$ cat src/hwl_pkg.sv
package hwl_pkg;

	localparam int LED_COUNT   = 4;
	localparam int FRAME_BYTES = 3 * LED_COUNT;
	localparam int CNT_W       = $clog2(FRAME_BYTES + 1);

	localparam int NOW_W  = 16;
	localparam int BYTE_W = 8;
	localparam int HUE_W  = 9;
	localparam int CFG_W  = 16;
	localparam int IDX_W  = 2;

	localparam int HUE_WRAP      = 360;
	localparam int SECTOR_DEG    = 60;
	localparam int HUE_QUAD_STEP = 90;
	localparam int CHAN_MAX      = 255;
	// 255/60 == 17/4, so the fraction scale is exact as a multiply and shift
	localparam int F_MUL   = 17;
	localparam int F_SHIFT = 2;

	typedef enum logic [1:0] {
		MODE_NONE    = 2'd0,
		MODE_ALL_OFF = 2'd1,
		MODE_SINGLE  = 2'd2,
		MODE_QUAD    = 2'd3
	} mode_t;

	typedef enum logic [IDX_W-1:0] {
		REG_EFFECT_MODE = 2'd0,
		REG_BRIGHTNESS  = 2'd1,
		REG_FRAME_DELAY = 2'd2,
		REG_UNUSED      = 2'd3
	} reg_idx_t;

	typedef struct packed {
		logic [BYTE_W-1:0] g;
		logic [BYTE_W-1:0] r;
		logic [BYTE_W-1:0] b;
	} pixel_t;

	// floor(x / 255) for x up to 255 * 255
	function automatic logic [BYTE_W-1:0] div255(input logic [2*BYTE_W-1:0] x);
		logic [2*BYTE_W:0] s;
		s = {1'b0, x} + {9'd0, x[2*BYTE_W-1:BYTE_W]} + 17'd1;
		return s[2*BYTE_W-1:BYTE_W];
	endfunction

endpackage

$ cat src/hwl_if.sv
interface hwl_in_if;
	logic                       valid;
	logic                       ready;
	logic                       action;
	logic [hwl_pkg::NOW_W-1:0]  now_ms;

	modport source(output valid, action, now_ms, input ready);
	modport sink(input valid, action, now_ms, output ready);
endinterface

interface hwl_out_if;
	logic                       valid;
	logic                       ready;
	logic [hwl_pkg::BYTE_W-1:0] led_byte;
	logic                       last_of_frame;

	modport source(output valid, led_byte, last_of_frame, input ready);
	modport sink(input valid, led_byte, last_of_frame, output ready);
endinterface

$ cat src/hue_wheel_led_frame_generator_core.sv
// Hue wheel LED frame generator.
// in_req carries requests: action (0 time poll, 1 forced frame) and now_ms.
// A request is held in one input register; a frame is due when forced or when
// now_ms minus the last frame time (mod 2^16) reaches frame_delay_ms.
// A due request in mode 1, 2 or 3 loads a 12-byte GRB frame (four LEDs) into the
// output shift register, which then sends one byte per cycle on out_res while
// out_res.ready is high; last_of_frame marks the twelfth byte. Mode 0 and polls
// that are not due make no bytes and retire without waiting for the output.
// A request passes the input register, then the frame register, before the first
// byte of its frame is valid; a frame still draining holds it in the input register.
// Throughput: set by the one-byte-per-cycle output shift register; requests
// without output retire one per cycle. The input register takes the next
// request while the current frame is still draining.
// All color math for the four LEDs is combinational, from the hue and
// configuration registers into the frame register.
// Stall: while out_res.ready is low the current byte holds; one more request
// waits in the input register, then in_req.ready drops.
// Reset: mode, brightness, delay, hue and last frame time clear; no frame pends.
// Configuration: cfg_we writes cfg_wdata to register cfg_index (0 mode,
// 1 brightness, 2 delay); other indexes are ignored. Write only while idle.
module hue_wheel_led_frame_generator_core (
	input  logic                         clk,
	input  logic                         arst_n,
	hwl_in_if.sink                       in_req,
	hwl_out_if.source                    out_res,
	input  logic                         cfg_we,
	input  logic [hwl_pkg::IDX_W-1:0]    cfg_index,
	input  logic [hwl_pkg::CFG_W-1:0]    cfg_wdata
);

	localparam int NB = hwl_pkg::FRAME_BYTES;
	localparam logic [hwl_pkg::CNT_W-1:0] CNT_FULL = hwl_pkg::CNT_W'(NB);
	localparam logic [hwl_pkg::CNT_W-1:0] CNT_ONE  = hwl_pkg::CNT_W'(1);

	hwl_pkg::mode_t                mode_q;
	logic [hwl_pkg::BYTE_W-1:0]    bright_q;
	logic [hwl_pkg::NOW_W-1:0]     delay_q;
	logic [hwl_pkg::HUE_W-1:0]     hue_q;
	logic [hwl_pkg::NOW_W-1:0]     last_time_q;

	logic                          valid_s1;
	logic                          action_s1;
	logic [hwl_pkg::NOW_W-1:0]     now_s1;

	logic [hwl_pkg::BYTE_W-1:0]    frame_q [NB];
	logic [hwl_pkg::CNT_W-1:0]     cnt_q;

	logic [hwl_pkg::NOW_W-1:0]     elapsed;
	logic                          due;
	logic                          emits;
	logic                          frame_free;
	logic                          commit;
	logic                          load;
	logic                          out_take;
	logic [hwl_pkg::BYTE_W-1:0]    frame_d [NB];
	hwl_pkg::pixel_t               pix [hwl_pkg::LED_COUNT];

	// configuration registers
	always_ff @(posedge clk or negedge arst_n) begin
		if (!arst_n) begin
			mode_q   <= hwl_pkg::MODE_NONE;
			bright_q <= '0;
			delay_q  <= '0;
		end else if (cfg_we) begin
			case (cfg_index)
				hwl_pkg::REG_EFFECT_MODE: mode_q   <= hwl_pkg::mode_t'(cfg_wdata[1:0]);
				hwl_pkg::REG_BRIGHTNESS:  bright_q <= cfg_wdata[hwl_pkg::BYTE_W-1:0];
				hwl_pkg::REG_FRAME_DELAY: delay_q  <= cfg_wdata[hwl_pkg::NOW_W-1:0];
				default: ;
			endcase
		end
	end

	always_comb begin
		elapsed    = now_s1 - last_time_q;
		due        = action_s1 || (elapsed >= delay_q);
		emits      = due && (mode_q != hwl_pkg::MODE_NONE);
		out_take   = out_res.valid && out_res.ready;
		frame_free = (cnt_q == '0) || ((cnt_q == CNT_ONE) && out_res.ready);
		commit     = valid_s1 && (!emits || frame_free);
		load       = commit && emits;
	end

	assign in_req.ready = !valid_s1 || commit;

	// input register
	always_ff @(posedge clk or negedge arst_n) begin
		if (!arst_n) begin
			valid_s1 <= 1'b0;
		end else if (in_req.ready) begin
			valid_s1 <= in_req.valid;
		end
	end

	always_ff @(posedge clk) begin
		if (in_req.ready && in_req.valid) begin
			action_s1 <= in_req.action;
			now_s1    <= in_req.now_ms;
		end
	end

	// frame timing and hue state
	always_ff @(posedge clk or negedge arst_n) begin
		if (!arst_n) begin
			last_time_q <= '0;
			hue_q       <= '0;
		end else if (commit && due) begin
			last_time_q <= now_s1;
			if (mode_q == hwl_pkg::MODE_SINGLE || mode_q == hwl_pkg::MODE_QUAD) begin
				hue_q <= (hue_q >= hwl_pkg::HUE_W'(hwl_pkg::HUE_WRAP - 1)) ? '0
				         : hue_q + hwl_pkg::HUE_W'(1);
			end
		end
	end

	// color lanes, one per LED
	for (genvar k = 0; k < hwl_pkg::LED_COUNT; k++) begin : g_led
		logic [hwl_pkg::HUE_W-1:0] offset;

		assign offset = (mode_q == hwl_pkg::MODE_QUAD)
		                ? hwl_pkg::HUE_W'(k * hwl_pkg::HUE_QUAD_STEP) : '0;

		hwl_hsv u_hsv (
			.hue    (hue_q),
			.offset (offset),
			.value  (bright_q),
			.pixel  (pix[k])
		);
	end

	// gather the lanes in frame order, green red blue per LED
	always_comb begin
		for (int i = 0; i < hwl_pkg::LED_COUNT; i++) begin
			if (mode_q == hwl_pkg::MODE_ALL_OFF) begin
				frame_d[3*i]     = '0;
				frame_d[3*i + 1] = '0;
				frame_d[3*i + 2] = '0;
			end else begin
				frame_d[3*i]     = pix[i].g;
				frame_d[3*i + 1] = pix[i].r;
				frame_d[3*i + 2] = pix[i].b;
			end
		end
	end

	// output shift register
	always_ff @(posedge clk or negedge arst_n) begin
		if (!arst_n) begin
			cnt_q <= '0;
		end else if (load) begin
			cnt_q <= CNT_FULL;
		end else if (out_take) begin
			cnt_q <= cnt_q - CNT_ONE;
		end
	end

	always_ff @(posedge clk) begin
		if (load) begin
			frame_q <= frame_d;
		end else if (out_take) begin
			for (int i = 0; i < NB - 1; i++) begin
				frame_q[i] <= frame_q[i+1];
			end
		end
	end

	assign out_res.valid         = (cnt_q != '0);
	assign out_res.led_byte      = frame_q[0];
	assign out_res.last_of_frame = (cnt_q == CNT_ONE);

	// the hue stays on the wheel
	a_hue_range: assert property (@(posedge clk) disable iff (!arst_n)
		hue_q < hwl_pkg::HUE_W'(hwl_pkg::HUE_WRAP))
		else $error("hue left the wheel");

	// a loaded frame is presented in full on the next cycle
	a_load_full: assert property (@(posedge clk) disable iff (!arst_n)
		load |=> (out_res.valid && cnt_q == CNT_FULL))
		else $error("frame load not presented");

	// taking the last byte with nothing loaded empties the output
	a_drain: assert property (@(posedge clk) disable iff (!arst_n)
		(out_take && out_res.last_of_frame && !load) |=> !out_res.valid)
		else $error("output valid after frame end");

	// a due request records its time stamp
	a_last_time: assert property (@(posedge clk) disable iff (!arst_n)
		(commit && due) |=> (last_time_q == $past(now_s1)))
		else $error("last frame time not updated");

	// a frame is never loaded over bytes still waiting
	a_no_overwrite: assert property (@(posedge clk) disable iff (!arst_n)
		load |-> (cnt_q == '0 || (cnt_q == CNT_ONE && out_take)))
		else $error("frame overwritten");

endmodule

$ cat src/hwl_hsv.sv
module hwl_hsv (
	input  logic [hwl_pkg::HUE_W-1:0]  hue,
	input  logic [hwl_pkg::HUE_W-1:0]  offset,
	input  logic [hwl_pkg::BYTE_W-1:0] value,
	output hwl_pkg::pixel_t            pixel
);

	typedef enum logic [2:0] {
		SEC_RED     = 3'd0,
		SEC_YELLOW  = 3'd1,
		SEC_GREEN   = 3'd2,
		SEC_CYAN    = 3'd3,
		SEC_BLUE    = 3'd4,
		SEC_MAGENTA = 3'd5
	} sector_t;

	localparam logic [hwl_pkg::HUE_W:0] WRAP = (hwl_pkg::HUE_W+1)'(hwl_pkg::HUE_WRAP);
	localparam logic [hwl_pkg::HUE_W-1:0] DEG = hwl_pkg::HUE_W'(hwl_pkg::SECTOR_DEG);
	localparam logic [hwl_pkg::HUE_W-1:0] DEG2 = hwl_pkg::HUE_W'(2 * hwl_pkg::SECTOR_DEG);
	localparam logic [hwl_pkg::HUE_W-1:0] DEG3 = hwl_pkg::HUE_W'(3 * hwl_pkg::SECTOR_DEG);
	localparam logic [hwl_pkg::HUE_W-1:0] DEG4 = hwl_pkg::HUE_W'(4 * hwl_pkg::SECTOR_DEG);
	localparam logic [hwl_pkg::HUE_W-1:0] DEG5 = hwl_pkg::HUE_W'(5 * hwl_pkg::SECTOR_DEG);

	logic [hwl_pkg::HUE_W-1:0]    hue_red;
	logic [hwl_pkg::HUE_W:0]      sum;
	logic [hwl_pkg::HUE_W-1:0]    h;
	sector_t                      sector;
	logic [hwl_pkg::HUE_W-1:0]    base;
	logic [5:0]                   rem;
	logic [10:0]                  rem_scaled;
	logic [hwl_pkg::BYTE_W-1:0]   f;
	logic [2*hwl_pkg::BYTE_W-1:0] q_prod;
	logic [2*hwl_pkg::BYTE_W-1:0] t_prod;
	logic [hwl_pkg::BYTE_W-1:0]   q;
	logic [hwl_pkg::BYTE_W-1:0]   t;

	always_comb begin
		// fold a stored hue above the wheel back into range, then add the lane offset
		hue_red = ({1'b0, hue} >= WRAP) ? hwl_pkg::HUE_W'({1'b0, hue} - WRAP) : hue;
		sum     = {1'b0, hue_red} + {1'b0, offset};
		h       = (sum >= WRAP) ? hwl_pkg::HUE_W'(sum - WRAP) : sum[hwl_pkg::HUE_W-1:0];

		if (h >= DEG5) begin
			sector = SEC_MAGENTA;
			base   = DEG5;
		end else if (h >= DEG4) begin
			sector = SEC_BLUE;
			base   = DEG4;
		end else if (h >= DEG3) begin
			sector = SEC_CYAN;
			base   = DEG3;
		end else if (h >= DEG2) begin
			sector = SEC_GREEN;
			base   = DEG2;
		end else if (h >= DEG) begin
			sector = SEC_YELLOW;
			base   = DEG;
		end else begin
			sector = SEC_RED;
			base   = '0;
		end

		rem        = 6'(h - base);
		rem_scaled = 11'(rem) * 11'(hwl_pkg::F_MUL);
		f          = hwl_pkg::BYTE_W'(rem_scaled >> hwl_pkg::F_SHIFT);
		q_prod     = 16'(hwl_pkg::BYTE_W'(hwl_pkg::CHAN_MAX) - f) * 16'(value);
		t_prod     = 16'(f) * 16'(value);
		q          = hwl_pkg::div255(q_prod);
		t          = hwl_pkg::div255(t_prod);

		case (sector)
			SEC_RED: begin
				pixel = '{g: t, r: value, b: '0};
			end
			SEC_YELLOW: begin
				pixel = '{g: value, r: q, b: '0};
			end
			SEC_GREEN: begin
				pixel = '{g: value, r: '0, b: t};
			end
			SEC_CYAN: begin
				pixel = '{g: q, r: '0, b: value};
			end
			SEC_BLUE: begin
				pixel = '{g: '0, r: t, b: value};
			end
			default: begin
				pixel = '{g: '0, r: value, b: q};
			end
		endcase
	end

endmodule

$ cat src/flat_wrapper.sv
// flat-port wrapper written by rule: the top's interface ports become plain ports
module hue_wheel_led_frame_generator_core_flat 
  (clk, arst_n, cfg_we, cfg_index, cfg_wdata, in_req_valid, in_req_action, in_req_now_ms, in_req_ready, out_res_valid, out_res_led_byte, out_res_last_of_frame, out_res_ready);
  hwl_in_if in_req_i ();
  hwl_out_if out_res_i ();
  input  logic clk;
  input  logic arst_n;
  input  logic cfg_we;
  input  logic [hwl_pkg::IDX_W-1:0] cfg_index;
  input  logic [hwl_pkg::CFG_W-1:0] cfg_wdata;
  input wire logic [$bits(in_req_i.valid)-1:0] in_req_valid;
  input wire logic [$bits(in_req_i.action)-1:0] in_req_action;
  input wire logic [$bits(in_req_i.now_ms)-1:0] in_req_now_ms;
  output wire logic [$bits(in_req_i.ready)-1:0] in_req_ready;
  output wire logic [$bits(out_res_i.valid)-1:0] out_res_valid;
  output wire logic [$bits(out_res_i.led_byte)-1:0] out_res_led_byte;
  output wire logic [$bits(out_res_i.last_of_frame)-1:0] out_res_last_of_frame;
  input wire logic [$bits(out_res_i.ready)-1:0] out_res_ready;
  assign in_req_i.valid = in_req_valid;
  assign in_req_i.action = in_req_action;
  assign in_req_i.now_ms = in_req_now_ms;
  assign in_req_ready = in_req_i.ready;
  assign out_res_valid = out_res_i.valid;
  assign out_res_led_byte = out_res_i.led_byte;
  assign out_res_last_of_frame = out_res_i.last_of_frame;
  assign out_res_i.ready = out_res_ready;
  hue_wheel_led_frame_generator_core u_core (.clk(clk), .arst_n(arst_n), .in_req(in_req_i), .out_res(out_res_i), .cfg_we(cfg_we), .cfg_index(cfg_index), .cfg_wdata(cfg_wdata));
endmodule
$ cat config.mk
export PLATFORM = sky130hd
export DESIGN_NAME = hue_wheel_led_frame_generator_core_flat
export DESIGN_NICKNAME = d
export VERILOG_FILES = /design/src/hwl_pkg.sv /design/src/hwl_if.sv /design/src/hue_wheel_led_frame_generator_core.sv /design/src/hwl_hsv.sv /design/src/flat_wrapper.sv
export SDC_FILE = /design/constraint.sdc
export NUM_CORES = 1
export LEC_CHECK = 0
export CAP_MARGIN = 15
export CORE_MARGIN = 1.5
export CORE_UTILIZATION = 61
export DETAILED_ROUTE_END_ITERATION = 6
export DONT_BUFFER_PORTS = 1
export PLACE_DENSITY = 0.88
export SYNTH_ARGS = -nofsm -noshare
export SYNTH_HDL_FRONTEND = slang
export SYNTH_SLANG_ARGS = --single-unit
$ cat constraint.sdc
create_clock -name clk -period 13.4 [get_ports clk]
set_clock_uncertainty 0.05 [all_clocks]
set_input_delay 2.68 -clock clk [delete_from_list [all_inputs] [get_ports clk]]
set_output_delay 2.68 -clock clk [all_outputs]
set_load 0.005 [all_outputs]
==> Word-level counts from Yosys, hierarchy flattened <==
Index checks and enable logic that the tools add are counted.
{ "word_totals": {"regBits": 169, "latch_bits": 0, "ramBits": 0, "mem_bits_ro": 0, "out_inout_bits": 11, "elab_cells": 205, "memories": 0} }
{ "op_classes": {"addsub": 35, "mul": 12, "div_mod_pow": 0, "n_lt_le_gt_ge": 27, "n_eq_ne": 22, "shift": 0, "mux": 61, "bitwise": 0, "reduce_logical": 27} }
{ "ops": {"columns": ["operator", "n"], "rows": [
  ["24-bit case mux with 5 select lines", 4],
  ["88-bit two-way mux", 2],
  ["16-bit by 1-bit adder with 16-bit output (second input constant)", 8],
  ["16-bit by 8-bit adder with 16-bit output", 8],
  ["6-bit two-way mux", 20],
  ["24-bit two-way mux", 4],
  ["9-bit by 8-bit greater-or-equal comparator with 1-bit output (second input constant)", 8],
  ["8-bit by 8-bit multiplier with 16-bit output", 4],
  ["9-bit by 9-bit multiplier with 16-bit output", 4],
  ["9-bit greater-or-equal comparator (second input constant)", 7],
  ["9-bit two-way mux", 7],
  ["9-bit subtractor (second input constant)", 5],
  ["6-bit by 5-bit multiplier with 10-bit output (second input constant)", 4],
  ["9-bit by 6-bit greater-or-equal comparator with 1-bit output (second input constant)", 4],
  ["9-bit by 7-bit greater-or-equal comparator with 1-bit output (second input constant)", 4],
  ["8-bit by 8-bit subtractor with 9-bit output (first input constant)", 4],
  ["10-bit by 9-bit greater-or-equal comparator with 1-bit output (second input constant)", 3],
  ["3-bit by 2-bit equality test with 1-bit output (second input constant)", 8],
  ["3-bit two-way mux", 8],
  ["6-bit subtractor", 4],
  ["16-bit greater-or-equal comparator", 1],
  ["2-bit two-way mux", 8],
  ["16-bit subtractor", 1],
  ["3-bit by 1-bit equality test with 1-bit output (second input constant)", 4],
  ["22 further kinds", 50]
]} }

==> Longest topological paths before layout <==
Gate-level depths: netlist of the first run.
{ "depth": {"word_depth": 20, "depth_mapped": 63} }

==> Cells and area by module <==
Synthesis of the first run repeated with hierarchy kept, for this count alone.
{ "unflattened": {"hier_cells": 3943, "hier_area_um2": 35192.5} }
{ "modules_own_cells": {"columns": ["module", "instances", "cells_per_inst", "area_per_inst_um2", "seq_area_each_um2"], "rows": [
  ["hue_wheel_led_frame_generator_core", 1, 589, 7828.8, 4794.6],
  ["hwl_hsv at u_core.g_led[0].u_hsv", 1, 899, 7148.1, 0.0],
  ["hwl_hsv at u_core.g_led[3].u_hsv", 1, 820, 6795.3, 0.0],
  ["hwl_hsv at u_core.g_led[2].u_hsv", 1, 826, 6762.7, 0.0],
  ["hwl_hsv at u_core.g_led[1].u_hsv", 1, 809, 6657.6, 0.0]
]} }

==> Least setup slack after synthesis of the first run <==
OpenSTA, ideal clock, no wires.
{ "synth_path": {"path_kind": "register to register", "start": "register u_core.hue_q[3] (netlist bit)", "end": "register u_core.frame_q[41] (netlist bit), data pin", "arrival_ns": 13.623, "required_ns": 13.079, "setup_slack_ns": -0.544, "stages_incl_launch_ff": 59, "n_path_buf": 4, "synth_period_minus_slack_ns": 13.944, "path_cell_list": "dfrtp_1 clkbuf_1 inv_1 ha_1 and2b_4 a22oi_4 buf_2 a21oi_1 or2_2 inv_1 ha_1 xnor2_1 or3_1 and2_1 inv_1 ha_1 nand3_1 a2111oi_2 [... 23 more ...] inv_1 fa_1 fa_1 inv_1 ha_1 o21ai_0 o21ai_0 a32oi_1 ha_1 a21oi_1 maj3_1 maj3_1 maj3_1 o311ai_0 or4b_2 xnor2_1 a222oi_1 o21ai_0"} }
{ "synth_via": {"elab_chain_cells": 20, "elab_cells_between_ends": 39} }
{ "synth_lines": {"columns": ["item", "line", "text"], "rows": [
  ["start: declaration", "hue_wheel_led_frame_generator_core.sv:38", "logic [hwl_pkg::HUE_W-1:0] hue_q;"],
  ["start signal: assignment", "hue_wheel_led_frame_generator_core.sv:110", "hue_q <= (hue_q >= hwl_pkg::HUE_W'(hwl_pkg::HUE_WRAP - 1)) ? '0"],
  ["9-bit subtractor / 9-bit greater-or-equal comparator (equally long branches)", "hwl_hsv.sv:39", "hue_red = ({1'b0, hue} >= WRAP) ? hwl_pkg::HUE_W'({1'b0, hue} - WRAP) : hue;"],
  ["9-bit two-way mux (*)", "hwl_hsv.sv:39", null],
  ["9-bit by 8-bit adder with 10-bit output (*)", "hwl_hsv.sv:40", "sum = {1'b0, hue_red} + {1'b0, offset};"],
  ["9-bit subtractor / 10-bit by 9-bit greater-or-equal comparator with 1-bit output (equally long branches)", "hwl_hsv.sv:41", "h = (sum >= WRAP) ? hwl_pkg::HUE_W'(sum - WRAP) : sum[hwl_pkg::HUE_W-1:0];"],
  ["9-bit two-way mux (*)", "hwl_hsv.sv:41", null],
  ["9-bit by 6-bit greater-or-equal comparator with 1-bit output", "hwl_hsv.sv:55", "end else if (h >= DEG) begin"],
  ["6-bit two-way mux", "hwl_hsv.sv:55", null],
  ["6-bit two-way mux", "hwl_hsv.sv:52", "end else if (h >= DEG2) begin"],
  ["[... 4 more ...]", null, null],
  ["6-bit by 5-bit multiplier with 10-bit output", "hwl_hsv.sv:64", "rem_scaled = 11'(rem) * 11'(hwl_pkg::F_MUL);"],
  ["8-bit by 8-bit subtractor with 9-bit output", "hwl_hsv.sv:66", "q_prod = 16'(hwl_pkg::BYTE_W'(hwl_pkg::CHAN_MAX) - f) * 16'(value);"],
  ["9-bit by 9-bit multiplier with 16-bit output", "hwl_hsv.sv:66", null],
  ["16-bit by 8-bit adder with 16-bit output", "hwl_pkg.sv:44", "s = {1'b0, x} + {9'd0, x[2*BYTE_W-1:BYTE_W]} + 17'd1;"],
  ["16-bit by 1-bit adder with 16-bit output", "hwl_pkg.sv:44", null],
  ["24-bit case mux with 5 select lines (*)", "hwl_hsv.sv:71", "case (sector)"],
  ["24-bit two-way mux (*)", "hue_wheel_led_frame_generator_core.sv:134", "if (mode_q == hwl_pkg::MODE_ALL_OFF) begin"],
  ["88-bit two-way mux (*)", "hue_wheel_led_frame_generator_core.sv:158", "if (load) begin"],
  ["end signal: assignment", "hue_wheel_led_frame_generator_core.sv:159", "frame_q <= frame_d;"],
  ["end signal: indexed assignment", "hue_wheel_led_frame_generator_core.sv:162", "frame_q[i] <= frame_q[i+1];"],
  ["end: declaration", "hue_wheel_led_frame_generator_core.sv:45", "logic [hwl_pkg::BYTE_W-1:0] frame_q [NB];"]
]} }
Every way passes the cells marked *; elsewhere a longest branch is shown, timed or not.
A chain may end at the register's enable or synchronous reset.

==> Worst setup path in the final report of the first run <==
{ "layout_path": {"start": "register u_core.hue_q[3] (netlist bit)", "end": "register u_core.frame_q[20] (netlist bit), data pin"} }
{ "layout_via": {"elab_chain_cells": 20, "elab_cells_between_ends": 39} }
{ "layout_lines": {"columns": ["item", "line"], "rows": [
  ["9-bit subtractor / 9-bit greater-or-equal comparator (equally long branches)", "hwl_hsv.sv:39"],
  ["9-bit two-way mux (*)", "hwl_hsv.sv:39"],
  ["9-bit by 9-bit adder with 10-bit output (*)", "hwl_hsv.sv:40"],
  ["9-bit subtractor / 10-bit by 9-bit greater-or-equal comparator with 1-bit output (equally long branches)", "hwl_hsv.sv:41"],
  ["9-bit two-way mux (*)", "hwl_hsv.sv:41"],
  ["9-bit by 6-bit greater-or-equal comparator with 1-bit output", "hwl_hsv.sv:55"],
  ["6-bit two-way mux", "hwl_hsv.sv:55"],
  ["6-bit two-way mux", "hwl_hsv.sv:52"],
  ["[... 4 more ...]", null],
  ["6-bit by 5-bit multiplier with 10-bit output", "hwl_hsv.sv:64"],
  ["8-bit by 8-bit subtractor with 9-bit output", "hwl_hsv.sv:66"],
  ["9-bit by 9-bit multiplier with 16-bit output", "hwl_hsv.sv:66"],
  ["16-bit by 8-bit adder with 16-bit output", "hwl_pkg.sv:44"],
  ["16-bit by 1-bit adder with 16-bit output", "hwl_pkg.sv:44"],
  ["24-bit case mux with 5 select lines (*)", "hwl_hsv.sv:71"],
  ["24-bit two-way mux (*)", "hue_wheel_led_frame_generator_core.sv:134"],
  ["88-bit two-way mux (*)", "hue_wheel_led_frame_generator_core.sv:158"]
]} }
Marked as above.

==> results.json, run 1 <==
{
  "cts_num_sinks": 169,
  "cts_buffers": 17,
  "dp_hpwl_mm": 65.62,
  "antenna_found_initial": 0,
  "outcome": "finished, violations left",
  "r2r-start": "u_core.hue_q[3]",
  "numPortBuffers": 0,
  "drc": 4,
  "cts-root-buf": "clkbuf_16",
  "start_util": 0.6157,
  "synth-simple-area-share": 0.1897,
  "fillers": 4081,
  "finalSetupViolations": 0,
  "gp_congestion": 0.9959,
  "clkLatencyLatePin_ps": 450,
  "clk_pin_slew_ps": 80,
  "drive_gt1_frac": 0.1058,
  "timing_hold_violations_final": 0,
  "ys_seq_area_frac": 0.1453,
  "async_reset_ff_frac": 0.3314,
  "max_freq_mhz": 76.58,
  "period_share": 0.9745,
  "cap_violations": 0,
  "synth_edf_count": 113,
  "io_pins": 51,
  "final_common_cell": "inv_1",
  "gr-total-overflow": 0,
  "ctsHoldBuffers": 0,
  "slew_violations": 0,
  "period_minus_slack_ps": 13060,
  "yosys_warnings": 0,
  "worstSetupStartpoint": "u_core.hue_q[3]",
  "timing.hold.ws_ps": 441.2,
  "path_class": "reg2reg",
  "synth_top_family_by_area": "adder cells",
  "slowest_delay_ps": 590,
  "synth.distinct_cells": 117,
  "synth_seq_cells": 169,
  "wirelength_mm": 88.96,
  "tightest_slew_ps": 1154,
  "yosys.area_share.adder": 0.3465,
  "dr.pass1.iters": 7,
  "hold_path_class": "reg2reg",
  "drt-vias-per-instance": 6.372,
  "grt_pass1_wl_mm": 144.5,
  "grtUsageTotal": 0.3166,
  "muxShareOfSynthArea": 0.01797,
  "critPathMaxFanout": 7,
  "diodes": 0,
  "postLayoutCoreUtil": 0.6641,
  "synth_nets": 4565,
  "seqCellArea_um2": 4805,
  "drtIter0Drc": 3253,
  "reg2reg_slack_ps": 340,
  "vias": 28710,
  "first_global_vias": 29220,
  "critPathLaunchType": "flip-flop",
  "failed_checks": "design-rule violations",
  "antenna_left": 0,
  "routedWlPerCell_um": 19.74,
  "die_h_um": 235.6,
  "synthCells": 3798,
  "relSlewSlack": 0.2246,
  "hold_start": "u_core.now_s1[4]",
  "die_area_um2": 55500,
  "fp.coreArea_um2": 53600,
  "slowest_stage": "fa_1",
  "nets": 4564,
  "endpoint": "u_core.frame_q[20]",
  "required_ps": 13540,
  "row_count": 85,
  "crit_arrival_ps": 13200,
  "fin_tns_setup_ps": 0,
  "synthesis.area_um2": 33000,
  "end_kind": "flip-flop",
  "worstReg2RegEnd": "u_core.frame_q[20]",
  "cts-htree-levels": 4,
  "clockBufferDepth": 2,
  "grt_max_degree": 66,
  "mostFrequentLayoutCells": "519 x inv_1, 418 x ha_1, 308 x nand2_1",
  "multi_input_area_um2": 26280,
  "cts_tree": "built",
  "synth_compound_area_frac": 0.1628,
  "avgSynthCellArea_um2": 8.689,
  "fp.dieW_um": 235.6,
  "synthFlopType": "edfxtp_1",
  "path_common_cell": "ha_1",
  "synth-xor-area-share": 0.05649,
  "synthToLayoutAreaGrowth_pct": 7.860,
  "ff2ff_path_depth": 51
}
-- worst min path at each step --
stage / to / slack (ps) / depth (start not counted)
after floorplan: u_core.last_time_q[10] / 410 / 2
after global routing: u_core.delay_q[1] / 460 / 1
after CTS: u_core.last_time_q[4] / 450 / 2
after global placement: u_core.last_time_q[4] / 430 / 2
after detailed placement: u_core.last_time_q[4] / 430 / 2
final: u_core.last_time_q[4] / 440 / 2
-- cells by family (layout without fill, tap and decap cells) --
logic type | Yosys count | after routing
buf+inv | 689 | 700
fa+ha+maj | 734 | 734
xor+xnor | 207 | 208
simple gates | 1206 | 1206
mux | 53 | 53
compound gates | 740 | 740
flops | 169 | 169
-- registers in the layout, summed over array words and instances (netlist names) --
register and cells:
u_core.frame_q 88, u_core.delay_q 16, u_core.last_time_q 16, u_core.now_s1 16, u_core.hue_q 9, u_core.bright_q 8, u_core.out_res.led_byte 8, u_core.cnt_q 4
u_core.mode_q 2, u_core.action_s1 1, u_core.valid_s1 1
-- metal layers --
metal  track usage  share of wire
met5             0              0
met4        0.1535          0.048
met3       0.04210          0.082
met2        0.5333           0.48
met1        0.4021           0.40
-- timing repair --
| action | CTS | global route |
|---|---|---|
| resized for setup | 18 | 113 |
| setup buffers | 2 | 19 |
| endpoints found under the setup margin | 27 | 73 |
| pin swaps | 5 | 34 |
| gates cloned | 0 | 1 |
-- per-stage QoR --
stage,setup WS [ps],instances,instance area [µm²]
2_1_floorplan,28.19,3798,33050
3_3_place_gp,81.58,4452,34140
3_5_place_dp,-342.3,4452,34140
4_1_cts,-6.571,4486,34840
5_1_grt,-162.8,4506,35590
6_report,342.2,4506,35590
-- cell usage after synthesis, types with 65 or more instances --
cell      number  area, µm²
fa_1         302       6046
nor2b_1      112      700.7
nor2_1       207      777.0
ha_1         425       5318
nand2b_1      84      525.5
xnor2_1      136       1191
o21ai_0      131      655.6
nand3_1       73      365.4
clkbuf_1     125      469.2
a21oi_1      125      625.6
and2_1       218       1364
xor2_1        65      569.3
edfxtp_1     113       3393
inv_1        523       1963
nand2_1      310       1164
-- layout make-up --
class | count | share of cell area
clock buffer | 17 | 0.01195
clock inverter | 15 | 0.004570
inverter | 526 | 0.05554
multi-input combinational | 2941 | 0.7384
sequential | 169 | 0.1350
tap | 696 | 0.02447
timing repair buffer | 142 | 0.03005
-- worst max-delay path: cells and delay by family, from the launching register on --
family / cells / cell delay (ps)
adder cells (fa/ha/maj): 12 / 4440
AO/OA/AOI/OAI: 15 / 3340
buffers and inverters: 6 / 660
flip-flops: 1 / 440
XOR/XNOR: 5 / 1140
AND/OR/NAND/NOR: 13 / 2700
Power of run 1 is not shown: default switching activity piles up to over one toggle a cycle in this logic, so the estimate is an artifact.
==> inputs of run 2 (changes only) <==
- CORE_UTILIZATION: 61 -> 50
- PLACE_DENSITY: 0.88 -> 0.76
==> results.json, run 2 (synthesis gave the netlist of run 1 again) <==
{
  "path_buf_inv": 7,
  "dr.pass1.iters": 7,
  "finalSetupViolations": 0,
  "top_register": "u_core.frame_q",
  "gr-usage-met3": 0.03470,
  "antenna_found_initial": 0,
  "reg2reg_slack_ps": 510,
  "critPathMaxFanout": 9,
  "ctsHoldBuffers": 0,
  "grtUsageTotal": 0.2575,
  "final_common_cell": "inv_1",
  "clkLatencyLatePin_ps": 460,
  "slew_violations": 0,
  "period_minus_slack_ps": 12890,
  "end_kind": "flip-flop",
  "setup_ws_ps": 513.1,
  "clockBufferDepth": 2,
  "routedWlPerCell_um": 18.54,
  "cts_buffers": 17,
  "dp_slack_ps": -202.0,
  "gr-total-overflow": 0,
  "max_freq_mhz": 77.60,
  "worstSetupStartpoint": "u_core.hue_q[3]",
  "fp.dieW_um": 259.9,
  "die_area_um2": 67550,
  "met2_usage": 0.4292,
  "timing_hold_violations_final": 0,
  "start_util": 0.5037,
  "diodes": 0,
  "io_pins": 51,
  "design_area_um2": 35700,
  "drtIter0Drc": 2495,
  "path_class": "reg2reg",
  "fp.coreArea_um2": 65510,
  "top_usage_layer": "met2",
  "numPortBuffers": 0,
  "slowest_delay_ps": 550,
  "hold_path_class": "reg2reg",
  "cts_tree": "built",
  "drive_gt1_frac": 0.1020,
  "mostFrequentLayoutCells": "518 x inv_1, 416 x ha_1, 309 x nand2_1",
  "largest_reg_flops": 88,
  "gp_congestion": 0.9628,
  "clk_pin_slew_ps": 70,
  "vias": 27760,
  "die_h_um": 259.9,
  "period_share": 0.9617,
  "nets": 4566,
  "r2r-start": "u_core.hue_q[3]",
  "cap_violations": 0,
  "postPlaceCellArea_um2": 34380,
  "worst_path_dominant_cell_family": "adder cells",
  "antenna_left": 0,
  "grt_max_degree": 92,
  "tightest_slew_ps": 1151,
  "row_count": 94,
  "dp_hpwl_mm": 64.89,
  "critPathLaunchType": "flip-flop",
  "synthToLayoutAreaGrowth_pct": 8.171,
  "drc": 27,
  "cts_num_sinks": 169,
  "hold_start": "u_core.now_s1[7]",
  "relSlewSlack": 0.2269,
  "failed_checks": "design-rule violations",
  "required_ps": 13510,
  "outcome": "finished, violations left",
  "use_met1": 0.3424,
  "wirelength_mm": 86.68,
  "first_global_vias": 27830,
  "grt_pass1_wl_mm": 142.2,
  "cts-root-buf": "clkbuf_16",
  "crit_arrival_ps": 13000,
  "drt-vias-per-instance": 5.936,
  "slowest_stage": "fa_1",
  "cts-htree-levels": 4
}
run 2: final timing paths:
kind	to	cells past startpoint
worst max-delay path	u_core.frame_q[51]	55
worst min-delay path	u_core.last_time_q[7]	2
worst max register to register	u_core.frame_q[51]	55
worst min register to register	u_core.last_time_q[7]	2
max in group asynchronous	u_core.bright_q[6]	0
min in group asynchronous	u_core.last_time_q[11]	0
run 2: metrics by stage:
| step | hold slack [ps] | instances | TNS, ps | util |
|---|---|---|---|---|
| finish | 456.4 | 4676 | 0 | 0.5449 |
| CTS | 450.0 | 4656 | -3.006 | 0.5345 |
| detailed placement | 433.6 | 4624 | -465.6 | 0.5248 |
| floorplan | 408.6 | 3798 | 0 | - |
| global placement | 422.7 | 4624 | 0 | 0.5248 |
| global route | 474.4 | 4676 | -536.1 | 0.5449 |
run 2: final cells by class:
| type | instances | area (µm²) |
|---|---|---|
| Clock buffer | 18 | 439.2 |
| Clock inverter | 14 | 152.6 |
| Fill cell | 5834 | 29810 |
| Inverter | 526 | 1974 |
| Multi-Input combinational cell | 2940 | 26150 |
| Sequential cell | 169 | 4805 |
| Tap cell | 864 | 1081 |
| Timing Repair Buffer | 145 | 1092 |
run 2: repair_timing:
action / in CTS / in global routing
setup buffers: 0 / 20
endpoints found under the setup margin: 8 / 73
pin swaps: 0 / 31
gates resized for setup: 5 / 102
run 2: routing by layer:
layer  vias up  share of wire
met5         -              0
li1      12990              -
met4         0          0.034
met1     13520           0.43
met2      1035           0.47
met3       214          0.066
run 2: worst reg2reg max path: cells and delay by family (launching register included):
kind,cells,cell delay [ps]
AND/OR/NAND/NOR,10,2160
buffers and inverters,7,550
AO/OA/AOI/OAI,19,3390
XOR/XNOR,4,650
flip-flops,1,400
adder cells (fa/ha/maj),15,5400
Power of run 2 is left out for the same reason.
